$ cat src/hdl/jsp_pkg.sv
package jsp_pkg;

    // byte classes reported on the result channel
    localparam logic [3:0] CLS_LENHI   = 4'd0;
    localparam logic [3:0] CLS_LENLO   = 4'd1;
    localparam logic [3:0] CLS_COUNT   = 4'd2;
    localparam logic [3:0] CLS_COMPID  = 4'd3;
    localparam logic [3:0] CLS_TABLES  = 4'd4;
    localparam logic [3:0] CLS_SSTART  = 4'd5;
    localparam logic [3:0] CLS_SEND    = 4'd6;
    localparam logic [3:0] CLS_APPROX  = 4'd7;
    localparam logic [3:0] CLS_EXTRA   = 4'd8;
    localparam logic [3:0] CLS_DATA    = 4'd9;
    localparam logic [3:0] CLS_FFPEND  = 4'd10;
    localparam logic [3:0] CLS_STUFFED = 4'd11;
    localparam logic [3:0] CLS_RESTART = 4'd12;
    localparam logic [3:0] CLS_END     = 4'd13;

    // parser phases
    localparam logic [3:0] PH_LENHI  = 4'd0;
    localparam logic [3:0] PH_LENLO  = 4'd1;
    localparam logic [3:0] PH_COUNT  = 4'd2;
    localparam logic [3:0] PH_COMP   = 4'd3;
    localparam logic [3:0] PH_SSTART = 4'd4;
    localparam logic [3:0] PH_SEND   = 4'd5;
    localparam logic [3:0] PH_APPROX = 4'd6;
    localparam logic [3:0] PH_EXTRA  = 4'd7;
    localparam logic [3:0] PH_DATA   = 4'd8;
    localparam logic [3:0] PH_FFPEND = 4'd9;

    localparam logic [7:0] BYTE_FF       = 8'hFF;
    localparam logic [7:0] BYTE_00       = 8'h00;
    localparam logic [7:0] BYTE_RST_LO   = 8'hD0;
    localparam logic [7:0] BYTE_RST_HI   = 8'hD7;
    localparam logic [7:0] NIBBLE_MASK   = 8'h0F;
    localparam logic [15:0] SCAN_MAX     = 16'hFFFF;
    localparam logic [15:0] HDR_FIXED    = 16'd6;

    typedef struct packed {
        logic [7:0] data_byte;
    } t_in_item;

    typedef struct packed {
        logic [3:0]  byte_class;
        logic [15:0] field_value;
        logic [3:0]  dc_table;
        logic [3:0]  ac_table;
        logic [2:0]  restart_index;
        logic [31:0] segment_length;
        logic [15:0] scan_number;
    } t_out_item;

    typedef struct packed {
        logic [3:0]  phase;
        logic [7:0]  length_high_byte;
        logic [15:0] header_length;
        logic [7:0]  components_left;
        logic        second_of_pair;
        logic [15:0] extra_left;
        logic [15:0] scans_seen;
    } t_parse_state;

endpackage

$ cat src/hdl/jsp_stream_if.sv
interface jsp_stream_if #(
    parameter type t_payload = logic
);
    logic     valid;
    logic     ready;
    t_payload payload;

    modport source (output valid, output payload, input ready);
    modport sink   (input valid, input payload, output ready);
endinterface

$ cat src/hdl/jsp_step.sv
module jsp_step #(
    parameter int COUNT_WIDTH = 32
) (
    input  jsp_pkg::t_parse_state     i_state,
    input  logic [COUNT_WIDTH-1:0]    i_count,
    input  logic [7:0]                i_byte,
    output jsp_pkg::t_parse_state     o_state,
    output logic [COUNT_WIDTH-1:0]    o_count,
    output jsp_pkg::t_out_item        o_result
);
    import jsp_pkg::*;

    logic [15:0]          w_used;
    logic [15:0]          w_extra;
    logic [15:0]          w_full_len;
    logic [7:0]           w_comp_dec;
    logic [15:0]          w_extra_dec;
    logic [1:0]           w_inc;
    logic [COUNT_WIDTH:0] w_sum;
    logic [COUNT_WIDTH-1:0] w_count_inc;
    logic                 w_clear;
    logic                 w_is_restart;

    assign w_full_len   = {i_state.length_high_byte, i_byte};
    assign w_used       = 16'({i_byte, 1'b0}) + HDR_FIXED;
    assign w_extra      = (w_used < i_state.header_length) ?
                          (i_state.header_length - w_used) : 16'd0;
    assign w_comp_dec   = i_state.components_left - 8'd1;
    assign w_extra_dec  = i_state.extra_left - 16'd1;
    assign w_is_restart = (i_byte >= BYTE_RST_LO) && (i_byte <= BYTE_RST_HI);

    // saturating entropy byte counter
    assign w_sum = {1'b0, i_count} + (COUNT_WIDTH+1)'(w_inc);
    assign w_count_inc = w_sum[COUNT_WIDTH] ? '1 : w_sum[COUNT_WIDTH-1:0];
    assign o_count = w_clear ? '0 : w_count_inc;

    always_comb begin
        o_state  = i_state;
        w_inc    = 2'd0;
        w_clear  = 1'b0;
        o_result = '0;
        o_result.field_value = 16'(i_byte);

        unique case (i_state.phase)
            PH_LENLO: begin
                o_result.byte_class  = CLS_LENLO;
                o_result.field_value = w_full_len;
                o_state.header_length = w_full_len;
                o_state.phase = PH_COUNT;
            end
            PH_COUNT: begin
                o_result.byte_class = CLS_COUNT;
                o_state.components_left = i_byte;
                o_state.second_of_pair  = 1'b0;
                o_state.extra_left      = w_extra;
                o_state.phase = (i_byte == BYTE_00) ? PH_SSTART : PH_COMP;
            end
            PH_COMP: begin
                if (!i_state.second_of_pair) begin
                    o_result.byte_class    = CLS_COMPID;
                    o_state.second_of_pair = 1'b1;
                end else begin
                    o_result.byte_class    = CLS_TABLES;
                    o_result.dc_table      = i_byte[7:4];
                    o_result.ac_table      = 4'(i_byte & NIBBLE_MASK);
                    o_state.second_of_pair = 1'b0;
                    o_state.components_left = w_comp_dec;
                    if (w_comp_dec == 8'd0) begin
                        o_state.phase = PH_SSTART;
                    end
                end
            end
            PH_SSTART: begin
                o_result.byte_class = CLS_SSTART;
                o_state.phase = PH_SEND;
            end
            PH_SEND: begin
                o_result.byte_class = CLS_SEND;
                o_state.phase = PH_APPROX;
            end
            PH_APPROX: begin
                o_result.byte_class = CLS_APPROX;
                w_clear = 1'b1;
                o_state.phase = (i_state.extra_left != 16'd0) ? PH_EXTRA : PH_DATA;
            end
            PH_EXTRA: begin
                o_result.byte_class = CLS_EXTRA;
                o_state.extra_left  = w_extra_dec;
                if (w_extra_dec == 16'd0) begin
                    o_state.phase = PH_DATA;
                end
            end
            PH_DATA: begin
                if (i_byte == BYTE_FF) begin
                    o_result.byte_class = CLS_FFPEND;
                    o_state.phase = PH_FFPEND;
                end else begin
                    o_result.byte_class = CLS_DATA;
                    w_inc = 2'd1;
                end
            end
            PH_FFPEND: begin
                if (i_byte == BYTE_00) begin
                    // stuffed pair counts both bytes
                    o_result.byte_class = CLS_STUFFED;
                    w_inc = 2'd2;
                    o_state.phase = PH_DATA;
                end else if (w_is_restart) begin
                    o_result.byte_class     = CLS_RESTART;
                    o_result.restart_index  = i_byte[2:0];
                    o_result.segment_length = 32'(i_count);
                    w_clear = 1'b1;
                    o_state.phase = PH_DATA;
                end else begin
                    o_result.byte_class     = CLS_END;
                    o_result.segment_length = 32'(i_count);
                    w_clear = 1'b1;
                    o_state.phase = PH_LENHI;
                end
            end
            default: begin
                // awaiting length high byte: a new scan begins
                o_result.byte_class = CLS_LENHI;
                o_state.length_high_byte = i_byte;
                if (i_state.scans_seen != SCAN_MAX) begin
                    o_state.scans_seen = i_state.scans_seen + 16'd1;
                end
                o_state.phase = PH_LENLO;
            end
        endcase

        o_result.scan_number = o_state.scans_seen;
    end

endmodule

$ cat src/hdl/jpeg_scan_header_and_marker_parser_core.sv
// jpeg scan header and marker parser
//
// i_in carries the bytes that follow a start-of-scan marker, one per
// transfer. o_out carries one classified result per input byte, in order:
// byte class, decoded value, table nibbles, restart index, entropy segment
// length on restart and end markers, and the running scan number.
//
// a byte is held in an input register, classified against the parser state
// in one pass of logic, and lands in the output register together with the
// state update; a result thus passes the input register and then the output
// register before it is offered. throughput is one byte per cycle while the
// receiver takes results, as the state update is registered with the result.
//
// when the receiver stalls the result waits in the output register and one
// more byte can still be taken into the input register; after that i_in
// ready drops until the result is taken.
//
// synchronous reset clears both register stages and puts the parser back in
// the state of awaiting a length high byte with all counters at zero.
module jpeg_scan_header_and_marker_parser_core #(
    parameter int COUNT_WIDTH = 32
) (
    input  logic          i_clk,
    input  logic          i_rst_n,
    jsp_stream_if.sink    i_in,
    jsp_stream_if.source  o_out
);
    import jsp_pkg::*;

    logic                   r_in_valid;
    logic [7:0]             r_in_byte;
    logic                   r_out_valid;
    t_out_item              r_out;
    t_parse_state           r_state;
    logic [COUNT_WIDTH-1:0] r_count;

    t_parse_state           n_state;
    logic [COUNT_WIDTH-1:0] n_count;
    t_out_item              n_out;
    logic                   w_adv;

    assign w_adv         = !r_out_valid || o_out.ready;
    assign i_in.ready    = !r_in_valid || w_adv;
    assign o_out.valid   = r_out_valid;
    assign o_out.payload = r_out;

    jsp_step #(
        .COUNT_WIDTH (COUNT_WIDTH)
    ) u_step (
        .i_state  (r_state),
        .i_count  (r_count),
        .i_byte   (r_in_byte),
        .o_state  (n_state),
        .o_count  (n_count),
        .o_result (n_out)
    );

    always_ff @(posedge i_clk) begin
        if (!i_rst_n) begin
            r_in_valid  <= 1'b0;
            r_out_valid <= 1'b0;
            r_state     <= '0;
            r_count     <= '0;
        end else begin
            if (i_in.ready) begin
                r_in_valid <= i_in.valid;
            end
            if (w_adv) begin
                r_out_valid <= r_in_valid;
                if (r_in_valid) begin
                    r_state <= n_state;
                    r_count <= n_count;
                end
            end
        end
    end

    // payload registers
    always_ff @(posedge i_clk) begin
        if (i_in.ready && i_in.valid) begin
            r_in_byte <= i_in.payload.data_byte;
        end
        if (w_adv && r_in_valid) begin
            r_out <= n_out;
        end
    end

endmodule

$ cat src/flat_wrapper.sv
// flat-port wrapper written by rule: the top's interface ports become plain ports
module jpeg_scan_header_and_marker_parser_core_flat import jsp_pkg::*;
#(
    parameter int COUNT_WIDTH = 32
)
  (i_clk, i_rst_n, i_in_valid, i_in_payload, i_in_ready, o_out_valid, o_out_payload, o_out_ready);
  jsp_stream_if #(.t_payload(t_in_item)) i_in_i ();
  jsp_stream_if #(.t_payload(t_out_item)) o_out_i ();
  input  logic i_clk;
  input  logic i_rst_n;
  input wire logic [$bits(i_in_i.valid)-1:0] i_in_valid;
  input wire logic [$bits(i_in_i.payload)-1:0] i_in_payload;
  output wire logic [$bits(i_in_i.ready)-1:0] i_in_ready;
  output wire logic [$bits(o_out_i.valid)-1:0] o_out_valid;
  output wire logic [$bits(o_out_i.payload)-1:0] o_out_payload;
  input wire logic [$bits(o_out_i.ready)-1:0] o_out_ready;
  assign i_in_i.valid = i_in_valid;
  assign i_in_i.payload = i_in_payload;
  assign i_in_ready = i_in_i.ready;
  assign o_out_valid = o_out_i.valid;
  assign o_out_payload = o_out_i.payload;
  assign o_out_i.ready = o_out_ready;
  jpeg_scan_header_and_marker_parser_core #(.COUNT_WIDTH(COUNT_WIDTH)) u_core (.i_clk(i_clk), .i_rst_n(i_rst_n), .i_in(i_in_i), .o_out(o_out_i));
endmodule
$ cat config.mk
export PLATFORM = sky130hd
export DESIGN_NAME = jpeg_scan_header_and_marker_parser_core_flat
export DESIGN_NICKNAME = d
export VERILOG_FILES = /design/src/hdl/jsp_pkg.sv /design/src/hdl/jsp_stream_if.sv /design/src/hdl/jsp_step.sv /design/src/hdl/jpeg_scan_header_and_marker_parser_core.sv /design/src/flat_wrapper.sv
export SDC_FILE = /design/constraint.sdc
export NUM_CORES = 1
export LEC_CHECK = 0
export ABC_AREA = 1
export BUFFER_PORTS_ARGS = -buffer_cell sky130_fd_sc_hd__buf_2
export CORE_AREA = 4 4 234 179
export DETAILED_ROUTE_END_ITERATION = 8
export DIE_AREA = 0 0 238 183
export PLACE_DENSITY = 0.4
export SLEW_MARGIN = 0
export SYNTH_ARGS = -nofsm -noshare
export SYNTH_HDL_FRONTEND = slang
export SYNTH_SLANG_ARGS = --single-unit
$ cat constraint.sdc
create_clock -name i_clk -period 6.05 [get_ports i_clk]
set_input_delay 0.9075 -clock i_clk [delete_from_list [all_inputs] [get_ports i_clk]]
set_output_delay 0.9075 -clock i_clk [all_outputs]
set_load 0.1 [all_outputs]
After elaboration in Yosys (flattened, before gate mapping)
Index checks and enable logic that the tools add are counted.
{"block": "totals", "ram_bits": 0, "romBits": 0, "mem_count": 0, "latch_bits": 0, "word_cells": 98, "input_bits": 12, "reg_bits": 190}
{"block": "op_classes", "addsub": 6, "div_mod_pow": 0, "shifts": 0, "n_reduce_logical": 24, "mul": 0, "muxes": 28, "magnitude_cmp": 3, "n_eq_ne": 15, "n_bitwise": 3}
{"op": "$pmux W4 S9", "n": 2}
{"op": "$mux W32", "n": 2}
{"op": "$mux W16", "n": 3}
{"op": "$add A32 B2 Y33", "n": 1}
{"op": "$pmux W16 S2", "n": 1}
{"op": "$mux W4", "n": 7}
{"op": "$pmux W9 S2", "n": 1}
{"op": "$add A16 B1 Y16 const B", "n": 1}
{"op": "$eq A4 B3 Y1 const B", "n": 4}
{"op": "$logic_not A16 Y1", "n": 1}
{"op": "$logic_not A8 Y1", "n": 2}
{"op": "$lt A16 B16 Y1", "n": 1}
{"op": "$ne A16 B16 Y1 const B", "n": 1}
{"op": "$reduce_bool A16 Y1", "n": 1}
{"op": "$sub A16 B1 Y16 const B", "n": 1}
{"op": "$sub A16 B16 Y16", "n": 1}
{"op": "$reduce_and A3 Y1", "n": 4}
{"op": "$add A9 B3 Y10 const B", "n": 1}
{"op": "$mux W3", "n": 3}
{"op": "$reduce_or A9 Y1", "n": 1}
{"op": "$eq A4 B2 Y1 const B", "n": 2}
{"op": "$eq A4 B4 Y1 const B", "n": 2}
{"op": "$eq A8 B8 Y1 const B", "n": 1}
{"op": "$ge A8 B8 Y1 const B", "n": 1}
{"op": "other kinds (20)", "n": 34}

Longest topological paths before layout
{"block": "depth", "word_depth": 6, "mapped_depth": 20, "depth_no_buf": 20}

Hierarchy
From an unflattened synthesis, not the netlist that was laid out.
{"block": "hier_totals", "cells_unflattened": 1630, "hier_area_um2": 11731.3}
{"module": "jpeg_scan_header_and_marker_parser_core", "n_inst": 1, "area_per_inst_um2": 7199.4, "cells_per_inst": 762}
{"module": "jsp_step", "n_inst": 1, "area_per_inst_um2": 4531.8, "cells_per_inst": 868}

Least setup slack after synthesis
Ideal clock, no wire load.
{"block": "synth_path", "path_kind": "input to register", "startpoint": "in o_out_ready", "endpoint": "reg u_core.r_state[65] in the netlist's numbering", "stages": 10, "t_required_ns": 5.937, "slack_ns": 1.568, "arrival_ns": 4.369, "setup_ns": 0.113, "path_buffers": 1, "path_cell_list": "nor2_1 -> nor2_2 -> inv_1 -> buf_2 -> nor2_1 -> nand2_1 -> nor2_1 -> nand2_2 -> nor2_1 -> nor2_1"}
{"block": "synth_between", "elab_chain_len": 2}
{"item": "start, declared", "line_no": "flat_wrapper.sv:16", "text": "input wire logic [$bits(o_out_i.ready)-1:0] o_out_ready;"}
{"item": "$logic_or A1 B1 Y1", "line_no": "jpeg_scan_header_and_marker_parser_core.sv:42", "text": "assign w_adv = !r_out_valid || o_out.ready;"}
{"item": "$reduce_and A6 Y1 (no source line)"}
{"item": "end signal, assigned", "line_no": "jpeg_scan_header_and_marker_parser_core.sv:71", "text": "r_state <= n_state;"}
{"item": "end, declared", "line_no": "jpeg_scan_header_and_marker_parser_core.sv:34", "text": "t_parse_state r_state;"}
No other way between the ends.
A chain may end at the register's enable or synchronous reset.

Worst setup path in the final report
{"block": "layout_path", "startpoint": "reg u_core.r_in_byte[0]", "endpoint": "reg u_core.r_count[20]"}
{"block": "layout_between", "elab_chain_len": 6, "elab_cells_between_ends": 10, "classes_between": "add/sub (1); eq/ne (1); mux (7); reduce/logical (1)"}
{"item": "start, declared", "line_no": "jpeg_scan_header_and_marker_parser_core.sv:31", "text": "logic [7:0] r_in_byte;"}
{"item": "start signal, assigned", "line_no": "jpeg_scan_header_and_marker_parser_core.sv:81", "text": "r_in_byte <= i_in.payload.data_byte;"}
{"item": "$eq A8 B8 Y1 / $logic_not A8 Y1 (equally long branches)", "line_no": "jsp_step.sv:94, jsp_step.sv:103"}
{"item": "$mux W1 / $mux W2 (equally long branches)", "line_no": "jsp_step.sv:94, jsp_step.sv:103"}
{"item": "$pmux W2 S2", "line_no": "jsp_step.sv:44", "text": "unique case (i_state.phase)"}
{"item": "$add A32 B2 Y33", "line_no": "jsp_step.sv:33", "text": "assign w_sum = {1'b0, i_count} + (COUNT_WIDTH+1)'(w_inc);"}
{"item": "$mux W32", "line_no": "jsp_step.sv:34", "text": "assign w_count_inc = w_sum[COUNT_WIDTH] ? '1 : w_sum[COUNT_WIDTH-1:0];"}
{"item": "$mux W32 (*)", "line_no": "jsp_step.sv:35", "text": "assign o_count = w_clear ? '0 : w_count_inc;"}
{"item": "end signal, assigned", "line_no": "jpeg_scan_header_and_marker_parser_core.sv:72", "text": "r_count <= n_count;"}
{"item": "end, declared", "line_no": "jpeg_scan_header_and_marker_parser_core.sv:35", "text": "logic [COUNT_WIDTH-1:0] r_count;"}
Mark *: on every way between the ends. The rest lies on a longest branch, timed or not.

==> summary.txt <==
Synth
  – Yosys cell types: 47
  – Multiplexer share of the synthesized area: 0
  – Post-Synth Adder-Cell Area: 0.0283
  – Seq/Total Area, Yosys: 0.476
  – Synth Area in XOR/XNOR: 0.0433
  – Synth async-reset ratio: 0
  – Simple-Gate Fraction of Synth Area: 0.235
  – Largest family of logic cells by synthesized area: simple AND/OR/NAND/NOR gates
  – #FFs+latches synth: 190
  – Mean Syn Cell Area: 7.97 sq um
  – Ys flop type: dfxtp_1
  – Synth Area in Compound Gates: 0.135
  – Mapped cell area: 9820 sq um
  – EDFF count, synth: 87
  – Synthesized net count: 1264
  – YS warnings: 0
  – Post-synthesis cell count: 1231

Finish
  – Antenna cell count: 0
  – # nets final: 1344
  – Filler Cell Count: 4262
  – Post-Layout Cell Count: 1844
  – Share of layout cells above drive strength 1: 0.136
  – Storage cell area: 4670 sq um
  – Area delta synth->final: 15.6%
  – Most frequent cells in the layout: 219 x nand2_1, 157 x nor2_1, 155 x inv_1
  – Commonest non-fill, non-tap cell in the layout: nand2_1
  – Multi-input gate area: 4340 sq um

Die
  – Boundary Pins: 93
  – DIE AREA: 43600 sq um
  – Die Y: 183 um
  – Site row count: 63
  – Core area: 39300 sq um
  – Die X: 238 um
  – Starting density of the core: 0.250

Timing
  – RSZ-0062 raised after global routing: false
  – Min Hold Slack: 0.474 ns
  – Relative slew slack: 0.294
  – Finish-stage setup viols: 0
  – Final Skew: 0.0115 ns
  – Fin Setup TNS: 0 ns
  – Transition time of the tightest slew-check pin: 1.06 ns
  – Fmax: 259 MHz
  – Post-route minimum period: 3.86 ns
  – Hold Fails Final Rpt: 0
  – Slew Limit Fails: 0
  – Crit share post-route: 0.639

Clock network
  – CTS tree: yes
  – Resized cells post-CTS: 0
  – CTS clk-pin slew, worst paths: 0.08 ns
  – Num CTS Buffers: 17
  – CTS Hold Bufs: 0
  – Clock sink total: 190
  – H-tree levels: 4
  – Clock Path Buffers: 2
  – Clk_lat worst skew: 0.44 ns
  – Setup Fix Bufs, Post-CTS: 0
  – Root Buffer: clkbuf_16

Global routing
  – Global Route Usage Sum: 0.129
  – First-pass GRT wire length: 45100 um
  – Largest net degree at the start of global routing: 68
  – Remaining Overflow, GRT: 0
  – Vias in the first global route: 8029
  – Initial antenna violation count: 0

Power and ir drop
  – Static leakage: 4.49 nW
  – Worst vdd ir: 0.000159 V
  – Total power: 3.10 mW
  – PD cells: 273 nW/um^2

Route
  – 1st-pass router iterations: 5
  – Vias per inst: 4.44
  – Routed wire length: 27900 um
  – Drc violations: 0
  – Vias: 8184
  – Post-route ant nets: 0
  – Routed len/inst: 15.2 um
  – DR iter-0 viols: 579

Worst setup path
  – Arr. time, crit path: 4.23 ns
  – CP endpoint kind: flip-flop
  – Critical Path Start Type: flip-flop
  – RR Startpoint: u_core.r_in_byte[0]
  – Worst-path fanout max: 18
  – Critical path data required time: 6.41 ns
  – Reg2reg path depth: 15
  – Reg2reg end: u_core.r_count[20]
  – Critical path class: reg -> reg
  – Reg2Reg Setup Slack: 2.19 ns

Hold path
  – Hold path startpoint: u_core.r_state[60]
  – Hold Path End: u_core.r_state[60]
  – Worst min-delay path class: reg -> reg
  – Hold path depth: 2

Placed design
  – Port Buffers: 92
  – Placed insts: 1812
  – GPL Wtd Cong: 0.831
  – HPWL after DPL: 20100 um

Job
  – Max-cap violation count: 0

Run status
  – Status: finished, final reports clean
## final cells by class
type | count | area share
flip-flops and latches | 190 | 0.412
multi-input cells | 839 | 0.382
well taps | 520 | 0.0573
inverters | 165 | 0.0548
repair buffers | 98 | 0.0445
clock buffers | 19 | 0.0390
clock inverters | 13 | 0.0103
## worst max path at each step
| stage | cells after the start | slack (ns) | endpoint | start |
|---|---|---|---|---|
| 4_1_cts | 15 | 2.16 | u_core.r_count[20] | u_core.r_in_byte[0] |
| 5_1_grt | 15 | 1.81 | u_core.r_count[20] | u_core.r_in_byte[0] |
| 6_report | 15 | 2.19 | u_core.r_count[20] | u_core.r_in_byte[0] |
| 3_5_place_dp | 15 | 2.17 | u_core.r_count[20] | u_core.r_in_byte[0] |
| 2_1_floorplan | 10 | 1.57 | u_core.r_state[65] | o_out_ready |
| 3_3_place_gp | 15 | 2.34 | u_core.r_count[21] | u_core.r_in_byte[0] |
## routing by layer
metal | GRT usage | wire length, um
met3 | 0.0215 | 1070
met5 | 0 | 0
met4 | 0.0244 | 221
met2 | 0.196 | 12000
met1 | 0.194 | 14700
## critical path: stages (launching register included)
cell and delay, ns:
edfxtp_1 0.49, inv_1 0.19, ha_1 0.26, nand4_1 0.11, nor2_1 0.30, nand2_1 0.21, fa_1 0.46, inv_1 0.07
nand2_1 0.10, nor2_2 0.16, nand4_1 0.19, nor3_4 0.63, inv_2 0.28, o21ai_0 0.15, nand2_1 0.07, a21oi_1 0.13
## report_power, final
part | total, mW | switching (mW) | internal, mW
logic | 0.552 | 0.433 | 0.120
registers | 1.43 | 0.0344 | 1.40
clock network | 1.12 | 0.535 | 0.582
total | 3.10 | 1.00 | 2.10
## sequential cells by signal, summed over array words and instances, names as in the netlist
signal	cells
u_core.o_out.payload	79
u_core.r_state	69
u_core.r_count	32
u_core.r_in_byte	8
u_core.o_out.valid	1
u_core.r_in_valid	1
## metrics by stage
step           setup slack (ns)  instance area (sq um)   util
4_1_cts                    2.16                  11300  0.289
5_1_grt                    1.81                  11300  0.289
3_5_place_dp               2.17                  10800  0.274
3_3_place_gp               2.34                  10800  0.274
2_1_floorplan              1.57                   9820      -
6_report                   2.19                  11300  0.289
## synth_stat cells, types with 2 or more instances
master     instances  area share
inv_1            156       0.060
nor3_2             3      0.0031
o21a_1             2      0.0015
o21ai_1            9      0.0046
o211ai_1           3      0.0023
nor2_2            10      0.0064
fa_1               2      0.0041
or2_2              7      0.0045
nand2_1          219       0.084
a31oi_1            7      0.0045
clkbuf_1          24      0.0092
o2111ai_1          2      0.0018
o21ai_0          101       0.051
nor2_1           157       0.060
xnor2_1            6      0.0054
xor2_2             3      0.0050
nor2_4             4      0.0046
nand2_4            4      0.0046
a21oi_4            2      0.0033
inv_2              7      0.0027
nand2_2            4      0.0025
ha_1              19       0.024
edfxtp_1          87        0.27
nand3b_1           3      0.0023
xor2_1            37       0.033
nor4_1             3      0.0019
nand4_1           17       0.011
nand3_1           57       0.029
dfxtp_1          103        0.21
buf_2              7      0.0036
buf_4              4      0.0031
a211oi_1           2      0.0015
o21ai_2            2      0.0018
nor3_1            34       0.017
a21oi_1          109       0.056
a21oi_2            3      0.0027
nor3_4             2      0.0033
## logic make-up after synthesis
logic type | after synthesis
XOR/XNOR | 46
AO/OA/AOI/OAI | 247
flip-flops | 190
AND/OR/NAND/NOR | 525
buffers and inverters | 202
adder cells (fa/ha/maj) | 21
Note: power is estimated with default switching activity, not from simulation.
